### config.mk
export PLATFORM = sky130hd
export DESIGN_NAME = parameter_list_parser
export DESIGN_NICKNAME = d
export VERILOG_FILES = /design/src/rtl/core/plp_pkg.sv /design/src/rtl/core/parameter_list_parser.sv /design/src/rtl/core/plp_core.sv
export SDC_FILE = /design/constraint.sdc
export NUM_CORES = 1
export LEC_CHECK = 0
export BUFFER_PORTS_ARGS = -buffer_cell sky130_fd_sc_hd__buf_2
export CORE_MARGIN = 2
export CORE_UTILIZATION = 30
export DETAILED_ROUTE_END_ITERATION = 8
export PLACE_DENSITY = 0.43
export SYNTH_ARGS = -nofsm -noshare
export SYNTH_HDL_FRONTEND = slang
export SYNTH_HIERARCHICAL = 1
export SYNTH_SLANG_ARGS = --single-unit
### constraint.sdc
create_clock -name clk -period 9 [get_ports clk]
set_clock_uncertainty 0.1 [all_clocks]
set_input_delay 0.45 -clock clk [delete_from_list [all_inputs] [get_ports clk]]
set_output_delay 0.45 -clock clk [all_outputs]
set_load 0.1 [all_outputs]
### src/rtl/core/plp_pkg.sv
`timescale 1ns / 1ps

package plp_pkg;

	// Field widths fixed by the stream format
	localparam int CHAR_W   = 8;
	localparam int VALUE_W  = 28;
	localparam int MAG_W    = 27;
	localparam int INDEX_W  = 5;
	localparam int CMDLEN_W = 6;
	localparam int REGIDX_W = 3;
	localparam int OUT_W    = 40;

	localparam logic [MAG_W-1:0]   VALUE_CAP = '1;
	localparam logic [INDEX_W-1:0] COUNT_CAP = '1;

	// Character codes
	localparam logic [CHAR_W-1:0] CH_NUL   = 8'h00;
	localparam logic [CHAR_W-1:0] CH_MINUS = 8'h2D;
	localparam logic [CHAR_W-1:0] CH_PLUS  = 8'h2B;
	localparam logic [CHAR_W-1:0] CH_ZERO  = 8'h30;
	localparam logic [CHAR_W-1:0] CH_NINE  = 8'h39;

	// Register indexes
	localparam logic [REGIDX_W-1:0] REG_COMMAND_LENGTH = 3'd0;
	localparam logic [REGIDX_W-1:0] REG_EXPECTED_COUNT = 3'd1;
	localparam logic [REGIDX_W-1:0] REG_REQUIRE_EQUALS = 3'd2;
	localparam logic [REGIDX_W-1:0] REG_SEPARATOR_ONE  = 3'd3;
	localparam logic [REGIDX_W-1:0] REG_SEPARATOR_TWO  = 3'd4;
	localparam logic [REGIDX_W-1:0] REG_EQUALS_CHAR    = 3'd5;

	typedef enum logic [1:0] {
		ST_OK         = 2'd0,
		ST_NO_EQUALS  = 2'd1,
		ST_BAD_LENGTH = 2'd2,
		ST_COUNT      = 2'd3
	} status_t;

	typedef struct packed {
		logic [CMDLEN_W-1:0] command_length;
		logic [INDEX_W-1:0]  expected_count;
		logic                require_equals;
		logic [CHAR_W-1:0]   separator_one;
		logic [CHAR_W-1:0]   separator_two;
		logic [CHAR_W-1:0]   equals_char;
	} cfg_t;

	typedef struct packed {
		logic               has_result;
		logic [VALUE_W-1:0] param_value;
		logic [INDEX_W-1:0] param_index;
		logic               param_valid;
		status_t            status;
		logic               done_res;
	} result_t;

endpackage

### src/rtl/core/parameter_list_parser.sv
`timescale 1ns / 1ps

// Parameter list parser. Feed one command line as a stream of characters,
// one per transaction (tdata = character code, tuser = 1 on the first
// character of a line). The parser skips command_length command characters,
// optionally checks for equals_char, then splits the rest at either separator
// or at the NUL terminator into signed decimal tokens. Each parameter comes out
// as one output transaction with its value and index; the transaction that ends
// the line has tlast set and carries the final status (0 ok, 1 missing equals,
// 2 bad token length, 3 count mismatch), possibly together with the last
// parameter. Characters after the end of a line are dropped until the next
// line start. Throughput is one character per clock: a character is held in
// the input register, the parse step is a single combinational pass between
// that register and the output register, and a new character is taken every
// cycle unless the output register is full and stalled. Configuration
// registers are written through cfg_we/cfg_index/cfg_data while the stream is
// idle; reset values are 0, 0, 1, ',', ' ', '='.
module parameter_list_parser #(
	parameter int MAX_LINE  = 32,
	parameter int MAX_TOKEN = 8
) (
	input  logic                           clk,
	input  logic                           arst_n,
	// input characters
	input  logic                           s_axis_tvalid,
	output logic                           s_axis_tready,
	input  logic [7:0]                     s_axis_tdata,  // [7:0] char_code
	input  logic                           s_axis_tuser,  // line_start
	// parsed parameters
	output logic                           m_axis_tvalid,
	input  logic                           m_axis_tready,
	// [27:0] param_value, [32:28] param_index, [33] param_valid,
	// [35:34] status, [39:36] zero
	output logic [plp_pkg::OUT_W-1:0]      m_axis_tdata,
	output logic                           m_axis_tlast,  // done_res
	// configuration writes
	input  logic                           cfg_we,
	input  logic [plp_pkg::REGIDX_W-1:0]   cfg_index,
	input  logic [plp_pkg::CHAR_W-1:0]     cfg_data
);

	plp_pkg::cfg_t    cfg_q;
	plp_pkg::result_t res;

	logic                         in_valid_s1;
	logic [plp_pkg::CHAR_W-1:0]   char_s1;
	logic                         line_start_s1;
	logic                         out_free, step;

	logic                         out_valid_q;
	logic [plp_pkg::VALUE_W-1:0]  value_q;
	logic [plp_pkg::INDEX_W-1:0]  index_q;
	logic                         pvalid_q, done_q;
	plp_pkg::status_t             status_q;

	// Configuration registers: written directly, no handshake.
	always_ff @(posedge clk or negedge arst_n) begin
		if (!arst_n) begin
			cfg_q.command_length <= '0;
			cfg_q.expected_count <= '0;
			cfg_q.require_equals <= 1'b1;
			cfg_q.separator_one  <= 8'd44;
			cfg_q.separator_two  <= 8'd32;
			cfg_q.equals_char    <= 8'd61;
		end else if (cfg_we) begin
			unique case (cfg_index)
				plp_pkg::REG_COMMAND_LENGTH:
					cfg_q.command_length <= cfg_data[plp_pkg::CMDLEN_W-1:0];
				plp_pkg::REG_EXPECTED_COUNT:
					cfg_q.expected_count <= cfg_data[plp_pkg::INDEX_W-1:0];
				plp_pkg::REG_REQUIRE_EQUALS: cfg_q.require_equals <= cfg_data[0];
				plp_pkg::REG_SEPARATOR_ONE:  cfg_q.separator_one  <= cfg_data;
				plp_pkg::REG_SEPARATOR_TWO:  cfg_q.separator_two  <= cfg_data;
				plp_pkg::REG_EQUALS_CHAR:    cfg_q.equals_char    <= cfg_data;
				default: ;  // writes to unused indexes are ignored
			endcase
		end
	end

	// The output register may take a new result when empty or being drained.
	assign out_free      = !out_valid_q || m_axis_tready;
	// Advance the held character through the parse step once its result,
	// if any, has somewhere to go.
	assign step          = in_valid_s1 && out_free;
	assign s_axis_tready = !in_valid_s1 || out_free;

	// Input register
	always_ff @(posedge clk or negedge arst_n) begin
		if (!arst_n) begin
			in_valid_s1 <= 1'b0;
		end else if (s_axis_tready) begin
			in_valid_s1 <= s_axis_tvalid;
		end
	end

	always_ff @(posedge clk) begin
		if (s_axis_tvalid && s_axis_tready) begin
			char_s1       <= s_axis_tdata;
			line_start_s1 <= s_axis_tuser;
		end
	end

	// Parse state and the single-pass step logic
	plp_core #(
		.MAX_LINE  (MAX_LINE),
		.MAX_TOKEN (MAX_TOKEN)
	) u_core (
		.clk        (clk),
		.arst_n     (arst_n),
		.step       (step),
		.char_code  (char_s1),
		.line_start (line_start_s1),
		.cfg        (cfg_q),
		.res        (res)
	);

	// Output register: hold a result until the downstream side takes it.
	always_ff @(posedge clk or negedge arst_n) begin
		if (!arst_n) begin
			out_valid_q <= 1'b0;
		end else if (step && res.has_result) begin
			out_valid_q <= 1'b1;
		end else if (m_axis_tready) begin
			out_valid_q <= 1'b0;
		end
	end

	always_ff @(posedge clk) begin
		if (step && res.has_result) begin
			value_q  <= res.param_value;
			index_q  <= res.param_index;
			pvalid_q <= res.param_valid;
			status_q <= res.status;
			done_q   <= res.done_res;
		end
	end

	assign m_axis_tvalid = out_valid_q;
	assign m_axis_tdata  = {4'b0000, status_q, pvalid_q, index_q, value_q};
	assign m_axis_tlast  = done_q;

endmodule

### src/rtl/core/plp_core.sv
`timescale 1ns / 1ps

module plp_core #(
	parameter int MAX_LINE  = 32,
	parameter int MAX_TOKEN = 8
) (
	input  logic                          clk,
	input  logic                          arst_n,
	input  logic                          step,
	input  logic [plp_pkg::CHAR_W-1:0]    char_code,
	input  logic                          line_start,
	input  plp_pkg::cfg_t                 cfg,
	output plp_pkg::result_t              res
);

	localparam int POS_W  = $clog2(MAX_LINE + 1);
	localparam int TLEN_W = $clog2(MAX_TOKEN + 2);
	localparam logic [POS_W-1:0]  LINE_LIMIT  = POS_W'(MAX_LINE);
	localparam logic [TLEN_W-1:0] TOKEN_LIMIT = TLEN_W'(MAX_TOKEN);

	logic                          finished_q, in_params_q, negative_q, digits_open_q;
	logic [plp_pkg::CMDLEN_W-1:0]  prefix_q;
	logic [POS_W-1:0]              position_q;
	logic [TLEN_W-1:0]             tlen_q;
	logic [plp_pkg::MAG_W-1:0]     tvalue_q;
	logic [plp_pkg::INDEX_W-1:0]   count_q;

	logic                          finished_d, in_params_d, negative_d, digits_open_d;
	logic [plp_pkg::CMDLEN_W-1:0]  prefix_d;
	logic [POS_W-1:0]              position_d;
	logic [TLEN_W-1:0]             tlen_d;
	logic [plp_pkg::MAG_W-1:0]     tvalue_d;
	logic [plp_pkg::INDEX_W-1:0]   count_d;

	always_ff @(posedge clk or negedge arst_n) begin
		if (!arst_n) begin
			finished_q    <= 1'b1;
			in_params_q   <= 1'b0;
			negative_q    <= 1'b0;
			digits_open_q <= 1'b1;
			prefix_q      <= '0;
			position_q    <= '0;
			tlen_q        <= '0;
			tvalue_q      <= '0;
			count_q       <= '0;
		end else if (step) begin
			finished_q    <= finished_d;
			in_params_q   <= in_params_d;
			negative_q    <= negative_d;
			digits_open_q <= digits_open_d;
			prefix_q      <= prefix_d;
			position_q    <= position_d;
			tlen_q        <= tlen_d;
			tvalue_q      <= tvalue_d;
			count_q       <= count_d;
		end
	end

	always_comb begin
		logic                        run_params, len_ok, is_sep, is_digit;
		logic                        emit, emit_valid, emit_done;
		plp_pkg::status_t            emit_status;
		logic [plp_pkg::CHAR_W-1:0]  c;
		logic [plp_pkg::MAG_W+3:0]   nv;
		logic [plp_pkg::VALUE_W-1:0] mag;

		finished_d    = finished_q;
		in_params_d   = in_params_q;
		negative_d    = negative_q;
		digits_open_d = digits_open_q;
		prefix_d      = prefix_q;
		position_d    = position_q;
		tlen_d        = tlen_q;
		tvalue_d      = tvalue_q;
		count_d       = count_q;
		run_params    = 1'b0;
		emit          = 1'b0;
		emit_valid    = 1'b0;
		emit_done     = 1'b0;
		emit_status   = plp_pkg::ST_OK;
		c             = char_code;
		nv            = '0;

		if (line_start) begin
			finished_d    = 1'b0;
			in_params_d   = 1'b0;
			negative_d    = 1'b0;
			digits_open_d = 1'b1;
			prefix_d      = '0;
			position_d    = '0;
			tlen_d        = '0;
			tvalue_d      = '0;
			count_d       = '0;
		end

		if (!finished_d) begin
			if (in_params_d) begin
				run_params = 1'b1;
			end else if (prefix_d < cfg.command_length) begin
				if (c == plp_pkg::CH_NUL) begin
					emit        = 1'b1;
					emit_done   = 1'b1;
					emit_status = cfg.require_equals ? plp_pkg::ST_NO_EQUALS
					                                 : plp_pkg::ST_BAD_LENGTH;
				end else begin
					prefix_d = prefix_d + 1'b1;
				end
			end else if (cfg.require_equals) begin
				if (c != cfg.equals_char) begin
					emit        = 1'b1;
					emit_done   = 1'b1;
					emit_status = plp_pkg::ST_NO_EQUALS;
				end else begin
					in_params_d = 1'b1;
				end
			end else begin
				in_params_d = 1'b1;
				run_params  = 1'b1;
			end
		end

		len_ok   = (tlen_d != '0) && (tlen_d <= TOKEN_LIMIT);
		is_sep   = 1'b0;
		is_digit = 1'b0;

		if (run_params) begin
			// Past the line limit the character counts as the terminator
			if (position_d >= LINE_LIMIT) begin
				c = plp_pkg::CH_NUL;
			end else begin
				position_d = position_d + 1'b1;
			end
			is_sep   = (c == cfg.separator_one) || (c == cfg.separator_two);
			is_digit = (c >= plp_pkg::CH_ZERO) && (c <= plp_pkg::CH_NINE);

			if (c == plp_pkg::CH_NUL) begin
				emit      = 1'b1;
				emit_done = 1'b1;
				if (!len_ok) begin
					emit_status = plp_pkg::ST_BAD_LENGTH;
				end else if (cfg.expected_count == '0) begin
					emit_valid = 1'b1;
				end else if (count_d < cfg.expected_count) begin
					emit_valid  = 1'b1;
					emit_status = ((count_d + 1'b1) != cfg.expected_count)
					              ? plp_pkg::ST_COUNT : plp_pkg::ST_OK;
				end else begin
					emit_status = plp_pkg::ST_COUNT;
				end
			end else if (is_sep) begin
				emit = 1'b1;
				if (!len_ok) begin
					emit_done   = 1'b1;
					emit_status = plp_pkg::ST_BAD_LENGTH;
				end else if ((cfg.expected_count != '0) && (count_d >= cfg.expected_count)) begin
					emit_done   = 1'b1;
					emit_status = plp_pkg::ST_COUNT;
				end else begin
					emit_valid = 1'b1;
				end
			end else begin
				if ((tlen_d == '0) && ((c == plp_pkg::CH_MINUS) || (c == plp_pkg::CH_PLUS))) begin
					negative_d = (c == plp_pkg::CH_MINUS);
				end else if (digits_open_d && is_digit) begin
					nv = {tvalue_d, 3'b000} + {2'b00, tvalue_d, 1'b0}
					   + (plp_pkg::MAG_W+4)'(c - plp_pkg::CH_ZERO);
					tvalue_d = (nv[plp_pkg::MAG_W+3:plp_pkg::MAG_W] != '0)
					           ? plp_pkg::VALUE_CAP : nv[plp_pkg::MAG_W-1:0];
				end else begin
					digits_open_d = 1'b0;
				end
				if (tlen_d <= TOKEN_LIMIT) begin
					tlen_d = tlen_d + 1'b1;
				end
			end
		end

		// Result fields come from the token as it stood before this character
		mag = {1'b0, tvalue_d};
		res.has_result  = emit;
		res.param_valid = emit_valid;
		res.param_value = emit_valid ? (negative_d ? plp_pkg::VALUE_W'(-mag) : mag) : '0;
		res.param_index = emit_valid ? count_d : '0;
		res.status      = emit_status;
		res.done_res    = emit_done;

		if (emit_done) begin
			finished_d = 1'b1;
		end
		if (emit && !emit_done) begin
			if (count_d < plp_pkg::COUNT_CAP) begin
				count_d = count_d + 1'b1;
			end
			tlen_d        = '0;
			tvalue_d      = '0;
			negative_d    = 1'b0;
			digits_open_d = 1'b1;
		end
	end

endmodule

=== Word-level counts from Yosys, hierarchy flattened ===
Cells that the tools add are included.

* Bits in writable memories: 0
* Memories kept: 0
* Bits in latches: 0
* ROM bits: 0
* Register bits after elaboration: 136
* Bits of input ports: 25

* $add $sub $neg: 8
* Multipliers: 0
* Bitwise operators: 0
* Magnitude comparators: 8
* Equal/unequal tests: 11
* Reduce and logical (&&, ||, !) cells: 32
* Shift-type cells: 0
* Mux-type cells: 93
* Divide/modulo/power cells: 0

{| class="wikitable"
|+ Operator list
! cell !! count
|-
| 27-bit 2-to-1 mux || 9
|-
| 1-bit 2-to-1 mux || 50
|-
| 6-bit 2-to-1 mux || 8
|-
| 30-bit by 28-bit adder with 31-bit output || 1
|-
| 31-bit adder || 1
|-
| 2-bit 2-to-1 mux || 15
|-
| 27-bit negation with 28-bit output || 1
|-
| 4-bit 2-to-1 mux || 6
|-
| 8-bit by 6-bit == test with 1-bit output (second input constant) || 2
|-
| 8-bit == test || 2
|-
| 8-bit zero test || 2
|-
| 8-bit 2-to-1 mux || 2
|-
| 5-bit 2-to-1 mux || 3
|-
| 2-bit AND reduction || 7
|-
| 6-bit by 1-bit adder with 6-bit output (second input constant) || 2
|-
| 1-bit logical AND || 9
|-
| 8-bit by 6-bit subtractor with 9-bit output (second input constant) || 1
|-
| 8-bit by 6-bit greater-or-equal comparator with 1-bit output (second input constant) || 1
|-
| 8-bit by 6-bit <= comparator with 1-bit output (second input constant) || 1
|-
| 8-bit inequality test || 1
|-
| 4-bit nonzero test || 2
|-
| 3-bit by 2-bit == test with 1-bit output (second input constant) || 2
|-
| 3-bit == test (second input constant) || 2
|-
| 6-bit greater-or-equal comparator (second input constant) || 1
|-
| other kinds (16) || 21
|}

=== Logic depth before layout (Yosys ltp) ===
Gate-level depths: netlist (run 1).

* Word-level depth: 17
* Mapped depth: 24
* Depth with buffers taken out: 21

=== Cells and area by module ===
The synthesis (run 1) kept the hierarchy.

{| class="wikitable"
|+ Modules (own cells, without submodules)
! module !! times used !! seq. area each (um2) !! area an instance (um2) !! cells each
|-
| plp_core || 1 || 1303.8 || 7508.5 || 984
|-
| parameter_list_parser || 1 || 2344.7 || 2951.6 || 142
|}

=== Worst setup path after synthesis (run 1) ===
No wires, ideal clock.

* Kind: register to register
* From: reg line_start_s1
* To: reg value_q[14] (netlist bit), data pin
* Library setup time: 266 ps
* Path slack: 2206 ps
* Data arrival time: 6428 ps
* Cell stages (with the launch flop): 24
* Buffers on the path: 3
* Path through: edfxtp_1 > nor2b_1 > clkbuf_1 > clkbuf_1 > a21o_1 > inv_1 > fa_1 > inv_1 > ha_1 > a21o_1 > o2bb2ai_1 > a221o_1 > a31o_1 > a211o_1 > a221oi_1 > nand3_1 > clkbuf_1 > o21ai_0 > ha_1 > o211ai_1 > or2_4 > o31ai_2 > xnor2_1 > nor2_1

* Word-level cells in the longest chain between the ends: 15
* Elaborated cells between the ends (all ways): 59

{| class="wikitable"
|+ Ends and longest elaborated chain
! what !! line !! RTL
|-
| start, declared || parameter_list_parser.sv:47 || <nowiki>logic line_start_s1;</nowiki>
|-
| start signal, assigned || parameter_list_parser.sv:99 || <nowiki>line_start_s1 <= s_axis_tuser;</nowiki>
|-
| 6-bit 2-to-1 mux || plp_core.sv:84 || <nowiki>if (line_start) begin</nowiki>
|-
| 6-bit greater-or-equal comparator || plp_core.sv:128 || <nowiki>if (position_d >= LINE_LIMIT) begin</nowiki>
|-
| 8-bit 2-to-1 mux || plp_core.sv:128 ||
|-
| 8-bit 2-to-1 mux || plp_core.sv:126 || <nowiki>if (run_params) begin</nowiki>
|-
| 8-bit by 6-bit subtractor with 9-bit output || plp_core.sv:166 || <nowiki>+ (plp_pkg::MAG_W+4)'(c - plp_pkg::CH_ZERO);</nowiki>
|-
| 31-bit adder || plp_core.sv:166 ||
|-
| 4-bit nonzero test || plp_core.sv:167 || <nowiki>tvalue_d = (nv[plp_pkg::MAG_W+3:plp_pkg::MAG_W] != '0)</nowiki>
|-
| 27-bit 2-to-1 mux || plp_core.sv:168 || <nowiki>? plp_pkg::VALUE_CAP : nv[plp_pkg::MAG_W-1:0];</nowiki>
|-
| 27-bit 2-to-1 mux || plp_core.sv:164 || <nowiki>end else if (digits_open_d && is_digit) begin</nowiki>
|-
| 27-bit 2-to-1 mux || plp_core.sv:162 || <nowiki>if ((tlen_d == '0) && ((c == plp_pkg::CH_MINUS) || (c == plp_pkg::CH_PLUS))) begin</nowiki>
|-
| 27-bit 2-to-1 mux || plp_core.sv:150 || <nowiki>end else if (is_sep) begin</nowiki>
|-
| 27-bit 2-to-1 mux || plp_core.sv:136 || <nowiki>if (c == plp_pkg::CH_NUL) begin</nowiki>
|-
| 27-bit 2-to-1 mux || plp_core.sv:126 ||
|-
| 27-bit negation with 28-bit output || plp_core.sv:182 || <nowiki>res.param_value = emit_valid ? (negative_d ? plp_pkg::VALUE_W'(-mag) : mag) : '0;</nowiki>
|-
| 27-bit 2-to-1 mux || plp_core.sv:182 ||
|-
| end signal, assigned || parameter_list_parser.sv:130 || <nowiki>value_q <= res.param_value;</nowiki>
|-
| end, declared || parameter_list_parser.sv:51 || <nowiki>logic [plp_pkg::VALUE_W-1:0] value_q;</nowiki>
|}

Parallel ways exist; a longest one is shown, timed or not. The select of a mux whose other input is x is not followed.
A chain may end at the register's enable or synchronous reset.

=== Worst setup path after layout (run 1) ===
* From: reg char_s1[6] (netlist bit)
* To: reg value_q[26] (netlist bit), data pin

* Word-level cells in the longest chain between the ends: 13
* Elaborated cells between the ends (all ways): 32

{| class="wikitable"
|+ Ends and longest elaborated chain
! what !! line !! RTL
|-
| start, declared || parameter_list_parser.sv:46 || <nowiki>logic [plp_pkg::CHAR_W-1:0] char_s1;</nowiki>
|-
| start signal, assigned || parameter_list_parser.sv:98 || <nowiki>char_s1 <= s_axis_tdata;</nowiki>
|-
| 8-bit 2-to-1 mux (*) || plp_core.sv:128 ||
|-
| 8-bit 2-to-1 mux (*) || plp_core.sv:126 ||
|-
| 8-bit by 6-bit subtractor with 9-bit output || plp_core.sv:166 ||
|-
| 31-bit adder || plp_core.sv:166 ||
|-
| 4-bit nonzero test || plp_core.sv:167 ||
|-
| 27-bit 2-to-1 mux || plp_core.sv:168 ||
|-
| 27-bit 2-to-1 mux || plp_core.sv:164 ||
|-
| 27-bit 2-to-1 mux || plp_core.sv:162 ||
|-
| 27-bit 2-to-1 mux || plp_core.sv:150 ||
|-
| 27-bit 2-to-1 mux || plp_core.sv:136 ||
|-
| 27-bit 2-to-1 mux || plp_core.sv:126 ||
|-
| 27-bit negation with 28-bit output || plp_core.sv:182 ||
|-
| 27-bit 2-to-1 mux || plp_core.sv:182 ||
|}

Every way passes the cells marked *; elsewhere a longest branch is shown, timed or not. The select of a mux whose other input is x is not followed.

==> metrics, run 1 <==
status completed; post-layout total power 1.97 mW; final max-slew violation count 0; worst IR drop on VDD 0.000130 V; clock tree sinks 136; Max Fclk 140 MHz; leakage power figure 5.15 nW; number of enable-type register cells in the synthesized netlist 46; hold-fix buffers at CTS 1; DRC violation count after routing 0; critical path launch point type register; via count of the first global-routing pass 8,362; critical path endpoint category register; half-perimeter wire length after detailed placement 23,600 um; number of fill cells 3,600; core box area 34,500 um2; Worst-Margin Slew 1090 ps; synthesized area divided by synthesized cell count 9.29 um2; Final Cycle Share 0.792; number of gates resized after CTS 0; fraction of final layout cells with drive strength greater than 1 0.154; number of buffers added by the clock tree synthesis step 17; category of the critical setup timing path register to register; final sum of negative setup slack 0 ps; number of antenna violations at the first check in global routing 0; number of buffers added for setup after CTS 0; unique cell type count in the Yosys netlist 82; worst-case reg-to-reg path depth 22; overall overflow remaining after global route 0; leading post-synthesis cells by cell area dfrtp_1, edfxtp_1, ha_1, fa_1, mux2_2; H-tree levels 4; Worst-Skew Late Latency 430 ps; clock tree root buffer cell clkbuf_16; global-route usage over all layers 0.176; Vias per Instance 5.20; power density cells 167 nW/um2; RSZ-0062 raised after global routing no; maximum number of pins on one net before global-route repair 53; required time of the worst setup path 9070 ps; Initial Util 0.304; area growth from synthesis to final layout 12.9%; vertical die dimension 191 um; CTS tree built; min Tclk post-route 7130 ps; die outline width 191 um; Worst Hold Path Cells 1; weighted congestion at the end of routability-driven global placement 0.829; number of buffers on the longest clock path 2; Iter 0 DRT Violations 515; Ys Warns 6; number of placement rows 68; share of synthesized registers carrying an async set or reset 0.662; Crit Path Max Fanout 23; smallest hold slack 94.5 ps; combined area of all synthesized cells 10,500 um2; Post-synth top flop dfrtp_1; portion of the post-synthesis area used by sequential elements 0.349; post-route antenna net violation count 0; final setup fails 0; Die Outline Area 36,400 um2; total number of vias 8,503; Final Hold Vio Count 0; max_cap viols 0; relative slew slack 0.251; Post-Synthesis Cells 1,126; Hold Path Class input pin to register; cell accounting for the most synthesized area dfrtp_1; final wirelength 31,200 um; number of inserted diodes 0; flop and latch count out of synthesis 136; Port Buf Inserts 63; share of the synthesized area in the top cell type 0.187; worst endpoint data arrival time 7200 ps; total number of nets in the final design 1,269; wire length per cell after detailed routing 19.1 um; first-pass GRT wire length 49,000 um; clock slew at reported path FFs 60 ps; number of detailed-routing iterations run before antenna repair 5; number of I/O pins 68
==> per-layer routing <==
metal  vias up  wire length [um]  part of all wire  track usage
met5         -                 0                 0            0
met4         0               587             0.019       0.0459
met3        32               993             0.032       0.0241
met2       171             15200              0.49        0.295
met1      4162             14500              0.46        0.238
li1       4138                 -                 -            -
==> kinds of logic after synthesis <==
| logic type | synth area share |
|---|---|
| buffers and inverters | 0.0563 |
| muxes | 0.0478 |
| other | 0.000359 |
| xor gates and xnor gates | 0.0603 |
| AOI/OAI and AO/OA | 0.195 |
| adders and majority gates | 0.110 |
| and+or+nand+nor | 0.182 |
| DFF | 0.349 |
==> worst paths after layout <==
path	from	to	slack, ps
worst max register to register	char_s1[6]	value_q[26]	1870
worst max-delay path	char_s1[6]	value_q[26]	1870
min in group asynchronous	arst_n	u_core/tvalue_q[19]	460
worst min register to register	u_core/digits_open_q	u_core/digits_open_q	370
worst min-delay path	s_axis_tdata[1]	char_s1[1]	90
max in group asynchronous	arst_n	cfg_q[25]	7190
==> cell type report <==
cell class,instances,area [um2],share of cell area
Multi-Input combinational cell,845,6240,0.528
Sequential cell,136,3650,0.309
Tap cell,455,569,0.0482
Clock buffer,19,453,0.0384
Timing Repair Buffer,80,448,0.0379
Inverter,88,330,0.0280
Clock inverter,13,120,0.0102
==> state kept, by name, indices dropped and copies added (netlist names) <==
| name | count |
|---|---|
| line_start_s1 | 1 |
| u_core/in_params_q | 1 |
| m_axis_tlast | 1 |
| cfg_q | 36 |
| u_core/negative_q | 1 |
| u_core/prefix_q | 6 |
| u_core/digits_open_q | 1 |
| pvalid_q | 1 |
| u_core/position_q | 6 |
| u_core/finished_q | 1 |
| index_q | 5 |
| m_axis_tvalid | 1 |
| u_core/tvalue_q | 27 |
| char_s1 | 8 |
| u_core/count_q | 5 |
| status_q | 2 |
| in_valid_s1 | 1 |
| u_core/tlen_q | 4 |
| value_q | 28 |
==> report_power, final <==
part | leakage [nW] | switching (mW) | internal, mW | total [mW]
combinational | 3.33 | 0.316 | 0.175 | 0.491
clock | 0.264 | 0.293 | 0.396 | 0.689
sequential | 1.56 | 0.0662 | 0.720 | 0.786
==> critical path: stages, from the launching register on <==
cell and delay, ps:
edfxtp_1 540, nor2_1 350, a21o_1 460, inv_1 80, buf_4 270, fa_1 580
inv_1 50, ha_1 400, a21o_1 230, o2bb2ai_1 130, a221o_1 450, a31o_1 290
a211o_1 330, a221oi_1 520, nand3_1 130, buf_4 230, o21ai_0 330, ha_1 250
o211ai_1 250, nor4_4 510, a31oi_1 160, xor2_1 170, nor2_1 50
==> cell usage in the layout, fill, tap and decap left out, drive strengths merged, types with 19 or more instances in the layout <==
master | synthesis | layout
nand2b | 41 | 41
a21o | 22 | 22
inv | 87 | 90
a21oi | 57 | 57
a31oi | 20 | 20
nand2 | 75 | 75
fa | 26 | 26
mux2 | 40 | 40
nor2 | 87 | 87
o2bb2ai | 24 | 24
buf | 9 | 79
o21ai | 67 | 67
nand4 | 19 | 19
dfrtp | 78 | 78
edfxtp | 46 | 46
xnor2 | 42 | 42
nor2b | 20 | 20
xor2 | 30 | 30
ha | 50 | 50
clkbuf | 51 | 19
==> per-stage QoR <==
step           worst slack (ps)  utilization  cells  cell area, um2
2_1_floorplan              2210            -   1129           10500
3_3_place_gp               2130        0.326   1603           11200
3_5_place_dp               1980        0.326   1603           11200
4_1_cts                    1930        0.343   1636           11800
5_1_grt                    1310        0.343   1636           11800
6_report                   1870        0.343   1636           11800
==> synth_stat cells, types with 4 or more instances <==
library cell / count
a211oi_1: 4
a21o_1: 22
a21oi_1: 57
a221o_1: 4
a22o_1: 8
a31oi_1: 20
a32o_1: 4
a41oi_1: 4
and2_1: 16
and3_1: 9
buf_4: 5
clkbuf_1: 51
dfrtp_1: 78
dfstp_2: 12
edfxtp_1: 46
fa_1: 26
ha_1: 50
inv_1: 86
mux2_2: 40
mux2i_1: 5
nand2_1: 75
nand2b_1: 41
nand3_1: 13
nand4_1: 19
nand4b_1: 4
nor2_1: 87
nor2b_1: 20
nor3_1: 15
nor4_1: 7
nor4bb_1: 8
o211ai_1: 10
o21a_1: 7
o21ai_0: 53
o21ai_1: 13
o21bai_1: 5
o22ai_1: 8
o2bb2ai_1: 24
o311ai_0: 4
o31ai_1: 9
o32ai_1: 9
or3_1: 8
xnor2_1: 42
xor2_1: 30
Note: power is estimated with default switching activity, not from simulation.
==> run 2: changes to the inputs <==
Settings changed: PLACE_DENSITY 0.43 to 0.45.
Clock period 9 ns to 5.9 ns, I/O delays scaled along.
==> metrics, run 2 (synthesis results as in run 1) <==
status completed; Iter 0 DRT Violations 542; die outline width 191 um; clock tree sinks 136; worst setup path startpoint line_start_s1; number of buffers on the longest clock path 2; DRC violation count after routing 0; maximum number of pins on one net before global-route repair 65; post-route antenna net violation count 0; Crit Path Max Fanout 16; worst endpoint data arrival time 5730 ps; number of placement rows 68; total number of vias 8,967; first-pass GRT wire length 50,400 um; fraction of final layout cells with drive strength greater than 1 0.244; number of I/O pins 68; max_cap viols 0; Top Family by Delay on Critical Path compound AO/OA/AOI/OAI gates; via count of the first global-routing pass 8,870; final wirelength 32,300 um; cell at the slowest stage of the critical path fa_1; post-route non-filler standard cell count 1,740; core box area 34,500 um2; clock tree root buffer cell clkbuf_16; largest registers cfg_q (36), value_q (28), u_core/tvalue_q (27); Final Cycle Share 0.961; final max-slew violation count 0; power density cells 246 nW/um2; RSZ-0062 raised after global routing no; wire length per cell after detailed routing 18.6 um; final setup fails 0; worst IR drop on VDD 0.000208 V; weighted congestion at the end of routability-driven global placement 0.842; Inst Count DP 1,693; vertical die dimension 191 um; Vias per Instance 5.15; half-perimeter wire length after detailed placement 24,900 um; Hold Path Class input pin to register; leakage power figure 5.72 nW; area growth from synthesis to final layout 24.4%; Max Fclk 176 MHz; post-layout total power 3.19 mW; CP dominant cell by count buf_4; CTS tree built; global-route usage over all layers 0.181; min Tclk post-route 5670 ps; Final Hold Vio Count 0; clock slew at reported path FFs 60 ps; Port Buf Inserts 63; Die Outline Area 36,400 um2; Initial Util 0.304; final core utilization 0.378; number of flip-flops under the largest register name 36; H-tree levels 4; relative slew slack 0.304; DP Worst Slack -100 ps; number of fill cells 3,461; overall overflow remaining after global route 0; start point of the worst hold path cfg_data[6]; Critical Path Max Stage Delay 560 ps; critical path endpoint category register; number of antenna violations at the first check in global routing 0; number of inserted diodes 0; category of the critical setup timing path register to register; critical path launch point type register; number of detailed-routing iterations run before antenna repair 5; CP cell instances buf_4, buf_4, nand2b_2, fa_1, inv_1, ha_1, a21oi_2, clkinv_1, a221o_1, a31o_1, a211o_1, a221o_2, o32a_1, or3_4, buf_4, nor4_4, buf_4, a41oi_2, xor2_1, nor2_1; most frequent cells in the layout buf_4, nor2_1, inv_1, dfrtp_1, nand2_1; total number of nets in the final design 1,373; Worst-Margin Slew 1040 ps; required time of the worst setup path 5960 ps; register with the highest flop count cfg_q; setup slack of the critical path after layout 233 ps; most common cell after layout, fill and taps aside buf_4; R2R Path Start line_start_s1; Worst-Skew Late Latency 430 ps; number of buffers added by the clock tree synthesis step 17; count of buffering cells on the critical path with inverters included 6
==> run 2: per-layer routing <==
layer | track usage | part of all wire
met5 | 0 | 0
met1 | 0.243 | 0.47
met4 | 0.0572 | 0.027
met2 | 0.297 | 0.47
met3 | 0.0274 | 0.035
==> run 2: area by class of cell <==
| cell class | instances | area (um2) | share of cell area |
|---|---|---|---|
| Clock buffer | 21 | 503 | 0.0387 |
| Clock inverter | 11 | 140 | 0.0108 |
| Inverter | 88 | 334 | 0.0257 |
| Multi-Input combinational cell | 846 | 6500 | 0.500 |
| Sequential cell | 136 | 3650 | 0.280 |
| Tap cell | 455 | 569 | 0.0438 |
| Timing Repair Buffer | 183 | 1310 | 0.101 |
==> run 2: final timing paths <==
check,slack (ps),endpoint,depth (start not counted)
max in group asynchronous,4190,m_axis_tvalid,3
setup / recovery,230,value_q[23],20
hold reg to reg,370,u_core/tvalue_q[3],1
hold / removal,50,cfg_q[22],2
min in group asynchronous,260,u_core/tvalue_q[23],2
setup reg to reg,230,value_q[23],20
==> run 2: through the flow <==
step | TNS [ps] | hold slack [ps] | cell area, um2
after global routing | 0 | 38.5 | 13000
after global placement | -200 | 162 | 12100
after CTS | 0 | 22.5 | 12800
final | 0 | 54.2 | 13000
after detailed placement | -296 | 164 | 12100
after floorplan | 0 | -101 | 10600
==> run 2: power breakdown <==
group | switching, mW | total, mW | internal, mW
Clock | 0.428 | 1.16 | 0.735
Combinational | 0.513 | 0.843 | 0.330
Sequential | 0.0896 | 1.19 | 1.10
Total | 1.03 | 3.19 | 2.16
==> run 2: repair_timing <==
action	in CTS	in global routing
setup endpoints to repair	8	21
pin swaps	0	15
buffers inserted	0	3
gates cloned	0	1
hold buffers	11	0
resized for setup	2	31
hold endpoints to repair	36	0
